===== src/sv/grid_cell_hash_index_top_defines.svh =====
// Assertion macros for the grid cell hash index.
// Each expects clk and arst_n in scope.
`ifndef GRID_CELL_HASH_INDEX_TOP_DEFINES_SVH
`define GRID_CELL_HASH_INDEX_TOP_DEFINES_SVH

// same-cycle implication
`define GCHI_ASSERT_NOW(lbl, ante, cons) \
	lbl: assert property (@(posedge clk) disable iff (!arst_n) (ante) |-> (cons)) \
		else $error("gchi: check failed");

// next-cycle implication
`define GCHI_ASSERT_NEXT(lbl, ante, cons) \
	lbl: assert property (@(posedge clk) disable iff (!arst_n) (ante) |=> (cons)) \
		else $error("gchi: check failed");

`endif


===== src/sv/gchi_pkg.sv =====
// ----------------------------------------------------------------------------
// gchi_pkg
// Codes, FSM states and the controller/datapath interface of the index.
// ----------------------------------------------------------------------------
package gchi_pkg;

	localparam logic [2:0] REQ_ADD    = 3'd0;
	localparam logic [2:0] REQ_REMOVE = 3'd1;
	localparam logic [2:0] REQ_QUERY  = 3'd2;
	localparam logic [2:0] REQ_HAS    = 3'd3;
	localparam logic [2:0] REQ_CLEAR  = 3'd4;

	localparam logic [2:0] ST_OK         = 3'd0;
	localparam logic [2:0] ST_NOT_FOUND  = 3'd1;
	localparam logic [2:0] ST_TABLE_FULL = 3'd2;
	localparam logic [2:0] ST_CELL_FULL  = 3'd3;
	localparam logic [2:0] ST_INVALID    = 3'd4;

	localparam logic [63:0] FNV_BASIS    = 64'hcbf29ce484222325;
	// prime = 2^40 + 0x1b3
	localparam int          FNV_SHIFT    = 40;
	localparam logic [63:0] FNV_PRIME_LO = 64'h1b3;

	localparam logic [3:0] MAX_OUT = 4'd8;
	localparam logic [31:0] INV_RESET = 32'hffff_ffff;

	typedef enum logic [3:0] {
		S_IDLE,
		S_HASH,
		S_MOD,
		S_PRB_RD,
		S_PRB_CHK,
		S_DISPATCH,
		S_ADD_WR,
		S_SCAN_RD,
		S_SCAN_CHK,
		S_MOVE_RD,
		S_MOVE_WR,
		S_QRY_RD,
		S_QRY_OUT,
		S_CLEAR,
		S_EMIT_OK
	} state_t;

	typedef struct packed {
		logic       load;
		logic       hash_step;
		logic       mod_step;
		logic       prb_rd;
		logic       prb_next;
		logic       claim;
		logic       take_cnt;
		logic       drop_cnt;
		logic       add_wr;
		logic       scan_rd;
		logic       scan_next;
		logic       move_rd;
		logic       move_wr;
		logic       qry_rd;
		logic       clear_all;
		logic       emit;
		logic       emit_ent;
		logic [2:0] code;
	} cmd_t;

	typedef struct packed {
		logic [2:0] req_type;
		logic       ent_inv;
		logic       hash_last;
		logic       mod_last;
		logic       slot_claimed;
		logic       slot_match;
		logic       prb_last;
		logic       found;
		logic       cnt_full;
		logic       cnt_zero;
		logic       scan_hit;
		logic       scan_last;
		logic       qry_last;
		logic       out_busy;
	} sts_t;

endpackage


===== src/sv/gchi_ctrl.sv =====
// ----------------------------------------------------------------------------
// gchi_ctrl
// Request sequencer: hash, probe, then per-type update and result words.
// ----------------------------------------------------------------------------
module gchi_ctrl import gchi_pkg::*; (
	input  logic       clk,
	input  logic       arst_n,
	input  logic       in_valid,
	input  logic [2:0] req_type,
	output logic       in_ready,
	input  sts_t       sts,
	output cmd_t       cmd
);

	state_t state_q, state_d;
	logic   make;

	always_ff @(posedge clk or negedge arst_n) begin
		if (!arst_n) begin
			state_q <= S_IDLE;
		end else begin
			state_q <= state_d;
		end
	end

	always_comb begin
		state_d  = state_q;
		cmd      = '0;
		in_ready = 1'b0;
		make     = (sts.req_type == REQ_ADD) && !sts.ent_inv;
		unique case (state_q)
			S_IDLE: begin
				in_ready = 1'b1;
				if (in_valid) begin
					cmd.load = 1'b1;
					if (req_type == REQ_CLEAR) begin
						state_d = S_CLEAR;
					end else if (req_type < REQ_CLEAR) begin
						state_d = S_HASH;
					end
				end
			end
			S_HASH: begin
				cmd.hash_step = 1'b1;
				if (sts.hash_last) state_d = S_MOD;
			end
			S_MOD: begin
				cmd.mod_step = 1'b1;
				if (sts.mod_last) state_d = S_PRB_RD;
			end
			S_PRB_RD: begin
				cmd.prb_rd = 1'b1;
				state_d    = S_PRB_CHK;
			end
			S_PRB_CHK: begin
				priority if (!sts.slot_claimed) begin
					cmd.claim    = make;
					cmd.drop_cnt = !make;
					state_d      = S_DISPATCH;
				end else if (sts.slot_match) begin
					cmd.take_cnt = 1'b1;
					state_d      = S_DISPATCH;
				end else if (sts.prb_last) begin
					cmd.drop_cnt = 1'b1;
					state_d      = S_DISPATCH;
				end else begin
					cmd.prb_next = 1'b1;
					state_d      = S_PRB_RD;
				end
			end
			S_DISPATCH: begin
				priority case (sts.req_type)
					REQ_ADD: begin
						priority if (sts.ent_inv) cmd.code = ST_INVALID;
						else if (!sts.found) cmd.code = ST_TABLE_FULL;
						else if (sts.cnt_full) cmd.code = ST_CELL_FULL;
						else cmd.code = ST_OK;
						if (cmd.code == ST_OK) begin
							state_d = S_ADD_WR;
						end else if (!sts.out_busy) begin
							cmd.emit = 1'b1;
							state_d  = S_IDLE;
						end
					end
					REQ_REMOVE, REQ_HAS: begin
						priority if (sts.ent_inv) cmd.code = ST_INVALID;
						else if (!sts.found || sts.cnt_zero) cmd.code = ST_NOT_FOUND;
						else cmd.code = ST_OK;
						if (cmd.code == ST_OK) begin
							state_d = S_SCAN_RD;
						end else if (!sts.out_busy) begin
							cmd.emit = 1'b1;
							state_d  = S_IDLE;
						end
					end
					REQ_QUERY: begin
						cmd.code = ST_NOT_FOUND;
						if (!sts.cnt_zero) begin
							state_d = S_QRY_RD;
						end else if (!sts.out_busy) begin
							cmd.emit = 1'b1;
							state_d  = S_IDLE;
						end
					end
					default: state_d = S_IDLE;
				endcase
			end
			S_ADD_WR: begin
				cmd.add_wr = 1'b1;
				state_d    = S_EMIT_OK;
			end
			S_SCAN_RD: begin
				cmd.scan_rd = 1'b1;
				state_d     = S_SCAN_CHK;
			end
			S_SCAN_CHK: begin
				cmd.code = ST_NOT_FOUND;
				priority if (sts.scan_hit) begin
					state_d = (sts.req_type == REQ_REMOVE) ? S_MOVE_RD : S_EMIT_OK;
				end else if (sts.scan_last) begin
					if (!sts.out_busy) begin
						cmd.emit = 1'b1;
						state_d  = S_IDLE;
					end
				end else begin
					cmd.scan_next = 1'b1;
					state_d       = S_SCAN_RD;
				end
			end
			S_MOVE_RD: begin
				cmd.move_rd = 1'b1;
				state_d     = S_MOVE_WR;
			end
			S_MOVE_WR: begin
				cmd.move_wr = 1'b1;
				state_d     = S_EMIT_OK;
			end
			S_QRY_RD: begin
				cmd.qry_rd = 1'b1;
				state_d    = S_QRY_OUT;
			end
			S_QRY_OUT: begin
				cmd.code = ST_OK;
				if (!sts.out_busy) begin
					cmd.emit     = 1'b1;
					cmd.emit_ent = 1'b1;
					if (sts.qry_last) begin
						state_d = S_IDLE;
					end else begin
						cmd.scan_next = 1'b1;
						state_d       = S_QRY_RD;
					end
				end
			end
			S_CLEAR: begin
				cmd.clear_all = 1'b1;
				state_d       = S_EMIT_OK;
			end
			S_EMIT_OK: begin
				cmd.code = ST_OK;
				if (!sts.out_busy) begin
					cmd.emit = 1'b1;
					state_d  = S_IDLE;
				end
			end
			default: state_d = S_IDLE;
		endcase
	end

endmodule


===== config.mk =====
export PLATFORM = sky130hd
export DESIGN_NAME = gchi_ctrl
export DESIGN_NICKNAME = d
export VERILOG_FILES = /design/src/sv/grid_cell_hash_index_top_defines.svh /design/src/sv/gchi_pkg.sv /design/src/sv/gchi_ctrl.sv
export SDC_FILE = /design/constraint.sdc
export NUM_CORES = 1
export LEC_CHECK = 0
export BUFFER_PORTS_ARGS = -buffer_cell sky130_fd_sc_hd__buf_2
export CORE_MARGIN = 2
export CORE_UTILIZATION = 49
export CTS_CLUSTER_DIAMETER = 30
export DETAILED_ROUTE_END_ITERATION = 12
export GPL_TIMING_DRIVEN = 1
export PLACE_DENSITY = 0.85
export SLEW_MARGIN = 20
export SYNTH_ARGS = -nofsm -noshare
export SYNTH_HDL_FRONTEND = slang
export SYNTH_SLANG_ARGS = --single-unit

===== constraint.sdc =====
create_clock -name clk -period 5.2 [get_ports clk]
set_clock_uncertainty 0.05 [all_clocks]
set_input_delay 1.04 -clock clk [delete_from_list [all_inputs] [get_ports clk]]
set_output_delay 1.04 -clock clk [all_outputs]
set_load 0.02 [all_outputs]

* Yosys cells after proc, flatten, opt, wreduce, memory -nomap -nowiden
Index checks and enable logic that the tools add are counted.
** Cells by class
- Muxes and demuxes :: 67
- Reduce and logical (&&, ||, !) cells :: 12
- Divide/modulo/power cells :: 0
- Multipliers :: 0
- Bitwise logic cells :: 0
- Order comparisons :: 1
- Add/sub/neg operators :: 0
- Shifts and indexed selects :: 0
- Eq/ne operators :: 23
** Operators with widths (number)
- 4-bit two-way mux :: 16
- 4-bit case mux with 13 select lines :: 1
- 1-bit two-way mux :: 33
- 4-bit == test, second input constant :: 7
- 3-bit two-way mux :: 8
- 4-bit by 3-bit == test with 1-bit output, second input constant :: 4
- 4-bit case mux with 3 select lines :: 1
- 3-bit logical NOT :: 3
- 3-bit case mux with 3 select lines :: 1
- 4-bit by 2-bit == test with 1-bit output, second input constant :: 2
- 2-bit != test, second input constant :: 4
- 3-bit by 2-bit == test with 1-bit output, second input constant :: 2
- 2-bit two-way mux :: 3
- 3-bit case mux with 2 select lines :: 1
- 5-bit AND reduction :: 1
- 4-bit by 1-bit == test with 1-bit output, second input constant :: 1
- 4-bit logical NOT :: 1
- 1-bit case mux with 4 select lines :: 1
- 3-bit by 1-bit == test with 1-bit output, second input constant :: 1
- 3-bit == test, second input constant :: 1
- 1-bit logical NOT :: 3
- 3-bit < comparator, second input constant :: 1
- 3-bit != test, second input constant :: 1
- 1-bit case mux with 3 select lines :: 1
- other kinds (5) :: 5
** Storage, ports and cells
- Flip-flop bits (word level) :: 4
- Logic and storage cells :: 104
- Input port bits :: 22
- Output and inout bits :: 21
- Bits in read-only memories :: 0
- Memories :: 0
- Memory bits (writable) :: 0
- Latch bits :: 0

* Depth between registers and ports, before layout
Gate-level depths: netlist of the first run.
- Word-level depth :: 10
- Mapped depth :: 7
- Depth with buffers taken out :: 5

* Least setup slack after synthesis of the first run
OpenSTA, ideal clock, no wires.
- Path type :: input port to output port
- From :: in sts[15] (netlist name)
- To :: out cmd[4] (netlist name)
- Data required time :: 4.110 ns
- Arrival :: 2.059 ns
- Setup slack :: 2.051 ns
- Cell stages on the path :: 3
- Path buffers :: 0
- Cells stage by stage :: or3_4 or3_1 a21oi_2
** RTL lines
- start: declaration :: line gchi_ctrl.sv:11 : input sts_t sts,
- end: declaration :: line gchi_ctrl.sv:12 : output cmd_t cmd

==> results_dict.tcl, run 1 <==
set metrics [dict create \
    synth.yosys.seq_area_share 0.1175 \
    syn_avg_cell_area_sq_um 6.265 \
    design_area_sq_mm 0.001046 \
    clockBufferDepth 2 \
    synth_nets 158 \
    peakVddDrop_uv 344.3 \
    area_delta_synth_final_pct 22.76 \
    die_area_sq_mm 0.002088 \
    synthSimpleGateAreaFrac 0.4449 \
    avgRoutedWirePerCell_um 13.71 \
    reg.largest.list "state_q: 4 flops" \
    synth-adder-area-share 0 \
    finalSetupTns_ns 0 \
    p_sw_w 0.0002561 \
    clock.fmax_ghz 0.2925 \
    first_pass_iters 4 \
    status "finished, final reports clean" \
    hold_path_class "input port to async pin" \
    muxShareOfSynthArea 0 \
    ys_seq_elements 4 \
    antenna_cells 0 \
    gp_congestion 0.8637 \
    synth.area.top_cells "nor2_1, dfrtp_1, nand2b_1, a21oi_1, nand2_1" \
    initial_core_util 0.5044 \
    drive_gt1_frac 0.2824 \
    internal_power_w 0.0001932 \
    dp_hpwl_mm 1.977 \
    grt_pass1_vias 916 \
    synth_top_family_by_area "simple AND/OR/NAND/NOR gates" \
    worst_skew_pair.late_latency_ns 0.23 \
    clkPwrFrac 0.084 \
    htreeDepth 1 \
    antenna_found_initial 0 \
    worstSetupEndpointType "output pin" \
    wl_mm 2.564 \
    leakage_nw 0.4923 \
    viasPerCell 6.166 \
    clock-sinks 4 \
    synth.distinct_cells 46 \
    fp.dieH_um 45.70 \
    clkSlewWorstSetupHoldPaths_ns 0.04 \
    reg2reg_from "state_q[1]" \
    nNetsFinal 194 \
    port-buffer-count 42 \
    place_inst 184 \
    largest_reg_flops 4 \
    power_frac_seq 0.240 \
    synth_compound_area_frac 0.3495 \
    worstSetupPathType "flip-flop to output pin" \
    cp_slowest_stage_delay_ns 0.68 \
    postSynthCellCount 136 \
    hold_buffers 0 \
    crit_path_max_fanout 19 \
    power_density_mw_per_mm2 429.5 \
    core_region_area_sq_mm 0.001689 \
    start_kind "flip-flop" \
    synth_top_area_cell "nor2_1" \
    layout.cells.non_filler 187 \
    cts_root_buf "clkbuf_4" \
    grt_max_degree 28 \
    critPathLaunch "state_q[2]" \
    fin_crit_sh 0.6575 \
    required_ns 4.11 \
    yosysWarnings 0 \
    ant_nets 0 \
    fin_crit_ns 3.419 \
    path_buf_inv 1 \
    critical-path-slowest-cell "dfrtp_1" \
    yosys.area.top_type_share 0.1233 \
    syn_area_sq_um 852.1 \
    drc 0 \
    worst_pin_slew_ns 0.7323 \
    power_frac_comb 0.675 \
    grt_overflow 0 \
    grt_pass1_wl_mm 3.898 \
    arrival_ns 2.33 \
    cts_tree "done" \
    drv_slew 0 \
    path_delay_family "simple AND/OR/NAND/NOR gates" \
    synth_xor_xnor_area_share 0 \
    setup_violations 0 \
    finalHoldViolCount 0 \
    numCtsBuffers 3 \
    track_usage 0.2453 \
    ios 43 \
    p_sw_frac 0.5699 \
    cts_setup_buffers 0 \
    place_area_sq_mm 0.001023 \
    drt_iter0_markers 32 \
    fin_util 0.6193 \
    path_cells "nand2b_1, or3_4, or3_1, a21oi_2, buf_2" \
    rows 15 \
    rsz0062_at_grt "false" \
    fin_total_pwr_w 0.0004493 \
    chipWidth_um 45.70 \
    slew-limit-headroom 0.5118 \
    cts_resized 0 \
    dr_total_vias 1153 \
    max_cap_violations 0 \
    top_register "state_q" \
]
[cells in the final DEF (no fill, tap or decap), drive strengths merged]
| cell | count |
|---|---|
| o22a | 1 |
| a211oi | 2 |
| and2 | 1 |
| o31ai | 1 |
| a31oi | 3 |
| o21ai | 7 |
| a211o | 1 |
| nor4 | 3 |
| a21boi | 1 |
| o21a | 1 |
| clkbuf | 3 |
| or3 | 4 |
| o211ai | 1 |
| o32ai | 2 |
| nor3 | 7 |
| nand2b | 10 |
| nand3b | 2 |
| a21oi | 10 |
| a22oi | 1 |
| inv | 4 |
| or2 | 1 |
| a21o | 1 |
| o311ai | 1 |
| dfrtp | 4 |
| nor3b | 1 |
| nand2 | 10 |
| and3 | 1 |
| nor4b | 1 |
| a222oi | 1 |
| nand3 | 2 |
| a221oi | 1 |
| a2bb2oi | 2 |
| nor2b | 2 |
| nor4bb | 1 |
| nor2 | 28 |
| buf | 42 |
| a221o | 1 |
| o21bai | 1 |
| o22ai | 2 |
| o32a | 2 |
[per-layer routing]
metal | global-route usage | vias to the layer above | wire [um]
met2 | 0.4563 | 44 | 1291
met3 | 0.03571 | 0 | 109
met4 | 0.01714 | 0 | 0
met5 | 0 | - | 0
li1 | - | 571 | -
met1 | 0.3086 | 538 | 1163
[cell usage after synthesis (all sizes together)]
cell type,n
a211o,1
a211oi,2
a21boi,1
a21o,1
a21oi,10
a221o,1
a221oi,1
a222oi,1
a22oi,1
a2bb2oi,2
a31oi,3
and2,1
and3,1
buf,7
clkbuf,4
dfrtp,4
inv,4
nand2,10
nand2b,10
nand3,2
nand3b,2
nor2,28
nor2b,2
nor3,7
nor3b,1
nor4,3
nor4b,1
nor4bb,1
o211ai,1
o21a,1
o21ai,7
o21bai,1
o22a,1
o22ai,2
o311ai,1
o31ai,1
o32a,2
o32ai,2
or2,1
or3,4
[layout make-up]
cell class | instances | area [sq um]
clock buffer | 3 | 22.52
fill | 175 | 643.1
inverter | 4 | 15.01
multi-input combinational | 117 | 676.9
sequential | 4 | 100.1
tap | 17 | 21.27
timing repair buffer | 42 | 210.2
[per-stage QoR]
stage	setup slack [ns]	hold WS, ns
5_1_grt	1.677	0.5442
3_5_place_dp	1.842	0.7843
6_report	1.781	0.5496
3_3_place_gp	1.857	0.7710
4_1_cts	1.807	0.5462
2_1_floorplan	2.051	0.6658
[worst reg2reg max path, cell delays in order (launching register included)]
cell      delay, ns
dfrtp_1        0.80
nand2b_4       0.33
nor3_1         0.10
a221o_1        0.36
o32a_1         0.34
[cell families after synthesis]
group / Yosys count
flip-flops: 4
buffers and inverters: 15
AO/OA/AOI/OAI: 43
AND/OR/NAND/NOR: 74
[final timing paths]
path / cells after the start / endpoint / slack [ns]
worst max-delay path: 5 / cmd[4] / 1.78
worst min-delay path: 1 / state_q[2] / 0.55
worst max register to register: 4 / state_q[2] / 3.10
worst min register to register: 2 / state_q[3] / 0.80
max in group asynchronous: 1 / state_q[3] / 4.43
min in group clk: 2 / state_q[3] / 0.80
[power groups by stage]
stage	Clock (W)	Sequential, W	Combinational (W)
3_3_place_gp	0	0.000107	0.000294
2_1_floorplan	0	0.0000548	0.000290
4_1_cts	0.0000389	0.000105	0.000300
6_report	0.0000379	0.000108	0.000303
3_5_place_dp	0	0.000106	0.000299
5_1_grt	0.0000426	0.000114	0.000331
Power figures use the tool's default switching activity.
==> run 2, diff against run 1 <==
- ABC_AREA: not set -> 1
- CORE_UTILIZATION: 49 -> 40
- PLACE_DENSITY: 0.85 -> 0.75
- clock period: 5.2 -> 3.1 ns (I/O delays scaled with it)
==> run 2 against run 1 <==
  * Clock power is 63% higher
  * Hold slack worse by 0.41 ns
  * First-iteration DRC count rose by 16%
  * Via count grew 2.6%
  * Critical path depth is 3 higher
  * Global-route usage shrank 3.5 points
  * Combinational power is 47% higher
  * Clock-buffer cell count unchanged
  * Critical path type unchanged
  * Critical endpoint unchanged
  * Highest routed layer unchanged
==> results_dict.tcl, run 2 <==
set metrics [dict create \
    worstSetupPathType "flip-flop to output pin" \
    hold_slack_ns 0.1354 \
    rows 16 \
    cts_tree "done" \
    dr_total_vias 1183 \
    crit_path_max_fanout 7 \
    ant_nets 0 \
    worst_pin_slew_ns 0.3662 \
    slew-limit-headroom 0.7540 \
    rr_worst_depth 9 \
    area_delta_synth_final_pct 32.30 \
    fin_crit_ns 2.462 \
    synth_top_area_cell "nand2_1" \
    drv_slew 0 \
    synth-adder-area-share 0 \
    finalSetupTns_ns 0 \
    grt_pass1_wl_mm 4.146 \
    max_cap_violations 0 \
    power_density_mw_per_mm2 578.4 \
    largest_reg_flops 4 \
    first_pass_iters 4 \
    synth.distinct_cells 14 \
    worstSetupEndpointType "output pin" \
    drive_gt1_frac 0.2283 \
    fp.dieH_um 48.99 \
    async_reset_ff_frac 1.000 \
    mostFrequentLayoutCells "nand2_1, buf_2, nor2_1" \
    htreeDepth 1 \
    drt_iter0_markers 37 \
    reg.largest.list "state_q: 4 flops" \
    clock.fmax_ghz 0.4062 \
    syn_area_sq_um 809.5 \
    yosysWarnings 0 \
    antenna_found_initial 0 \
    setup_violations 0 \
    start_kind "flip-flop" \
    top_register "state_q" \
    viasPerCell 4.809 \
    place_area_sq_mm 0.001049 \
    avgRoutedWirePerCell_um 9.240 \
    cts_resized 0 \
    track_usage 0.2107 \
    final_common_cell "nand2_1" \
    synth_compound_area_frac 0.09274 \
    yosys.area.top_type_share 0.2921 \
    peakVddDrop_uv 485.0 \
    synth_xor_xnor_area_share 0 \
    port-buffer-count 42 \
    antenna_cells 0 \
    synth_nets 197 \
    hold_buffers 0 \
    rsz0062_at_grt "false" \
    synth.yosys.seq_area_share 0.1236 \
    clkSlewWorstSetupHoldPaths_ns 0.03 \
    synth-edff-count 0 \
    hold_path_class "input port to async pin" \
    yosysMostFrequentCell "nand2_1" \
    ios 43 \
    core_region_area_sq_mm 0.001942 \
    drc 0 \
    clockBufferDepth 2 \
    wl_mm 2.273 \
    worst_skew_pair.late_latency_ns 0.23 \
    syn_avg_cell_area_sq_um 4.626 \
    die_area_sq_mm 0.002400 \
    grt_max_degree 9 \
    status "finished, final reports clean" \
    initial_core_util 0.4169 \
    ys.flop_type "dfrtp_1" \
    leakage_nw 0.7249 \
    muxShareOfSynthArea 0 \
    yosys-top-cells-count "nand2_1, nor2_1, inv_1" \
    numCtsBuffers 3 \
    synth_top_family_by_area "simple AND/OR/NAND/NOR gates" \
    arrival_ns 1.79 \
    grt_pass1_vias 1030 \
    nNetsFinal 243 \
    gp_congestion 0.8551 \
    clock-sinks 4 \
    finalHoldViolCount 0 \
    grt_overflow 0 \
    ys_seq_elements 4 \
    cts_root_buf "clkbuf_4" \
    synth.area.top_cells "nand2_1, nor2_1, dfrtp_1, inv_1, nand3_1" \
    required_ns 2.43 \
    design_area_sq_mm 0.001071 \
    synthSimpleGateAreaFrac 0.6476 \
    chipWidth_um 48.99 \
    cts_setup_buffers 0 \
    fin_crit_sh 0.7942 \
    fin_total_pwr_w 0.0006195 \
    dp_hpwl_mm 1.950 \
    postSynthCellCount 175 \
]
run 2: cell count changes after synthesis, moves of 3 or more:
cell | before | now
inv_1 | 4 | 26
a31oi_1 | 3 | 0
clkbuf_1 | 4 | 0
nor2_1 | 28 | 34
nand4_1 | 0 | 4
nand2b_1 | 9 | 0
nor3_1 | 7 | 4
nand2_1 | 10 | 63
nand3_1 | 2 | 18
buf_2 | 3 | 0
nor4_1 | 3 | 0
or3_1 | 3 | 0
run 2: final cells by class:
| class | instances | area (sq um) |
|---|---|---|
| fillers | 238 | 870.8 |
| multi-input cells | 142 | 599.3 |
| repair buffers | 42 | 210.2 |
| inverters | 28 | 105.1 |
| flip-flops and latches | 4 | 100.1 |
| well taps | 27 | 33.78 |
| clock buffers | 3 | 22.52 |
run 2: metal layers:
metal / share of wire / up-vias / global-route usage
met3: 0.051 / 0 / 0.02454
met5: 0 / - / 0
met2: 0.46 / 32 / 0.3402
met4: 0 / 0 / 0.07143
met1: 0.49 / 512 / 0.2900
li1: - / 639 / -
run 2: kinds of logic after synthesis:
family / after synthesis
and+or+nand+nor: 127
buffers and inverters: 29
AOI/OAI and AO/OA: 15
DFF: 4
run 2: final timing paths:
check,slack (ns),from,to
max,0.64,state_q[1],cmd[4]
min,0.14,arst_n,state_q[1]
max reg2reg,1.54,state_q[1],state_q[1]
min reg2reg,0.76,state_q[1],state_q[1]
max in group asynchronous,2.75,arst_n,state_q[2]
min in group clk,0.61,sts[11],state_q[0]
run 2: per-stage QoR:
step | instances | worst slack (ns) | util
2_1_floorplan | 175 | 0.9473 | -
3_3_place_gp | 243 | 0.7728 | 0.5399
4_1_cts | 246 | 0.6539 | 0.5515
6_report | 246 | 0.6380 | 0.5515
5_1_grt | 246 | 0.4949 | 0.5515
3_5_place_dp | 243 | 0.7331 | 0.5399
run 2: critical path: stages (launching register included):
cell and delay, ns:
dfrtp_1 0.44, inv_1 0.12, nand2_1 0.12, nor2_1 0.20, nand2_1 0.15, inv_1 0.15, a21oi_1 0.08, a21oi_1 0.12
buf_2 0.18
run 2: report_power, final:
part / switching (W) / leakage (nW) / internal (W)
logic: 0.000301 / 0.660 / 0.000145
clock network: 0.0000186 / 0.0138 / 0.0000431
registers: 0.0000373 / 0.0515 / 0.0000740
total: 0.000357 / 0.725 / 0.000262
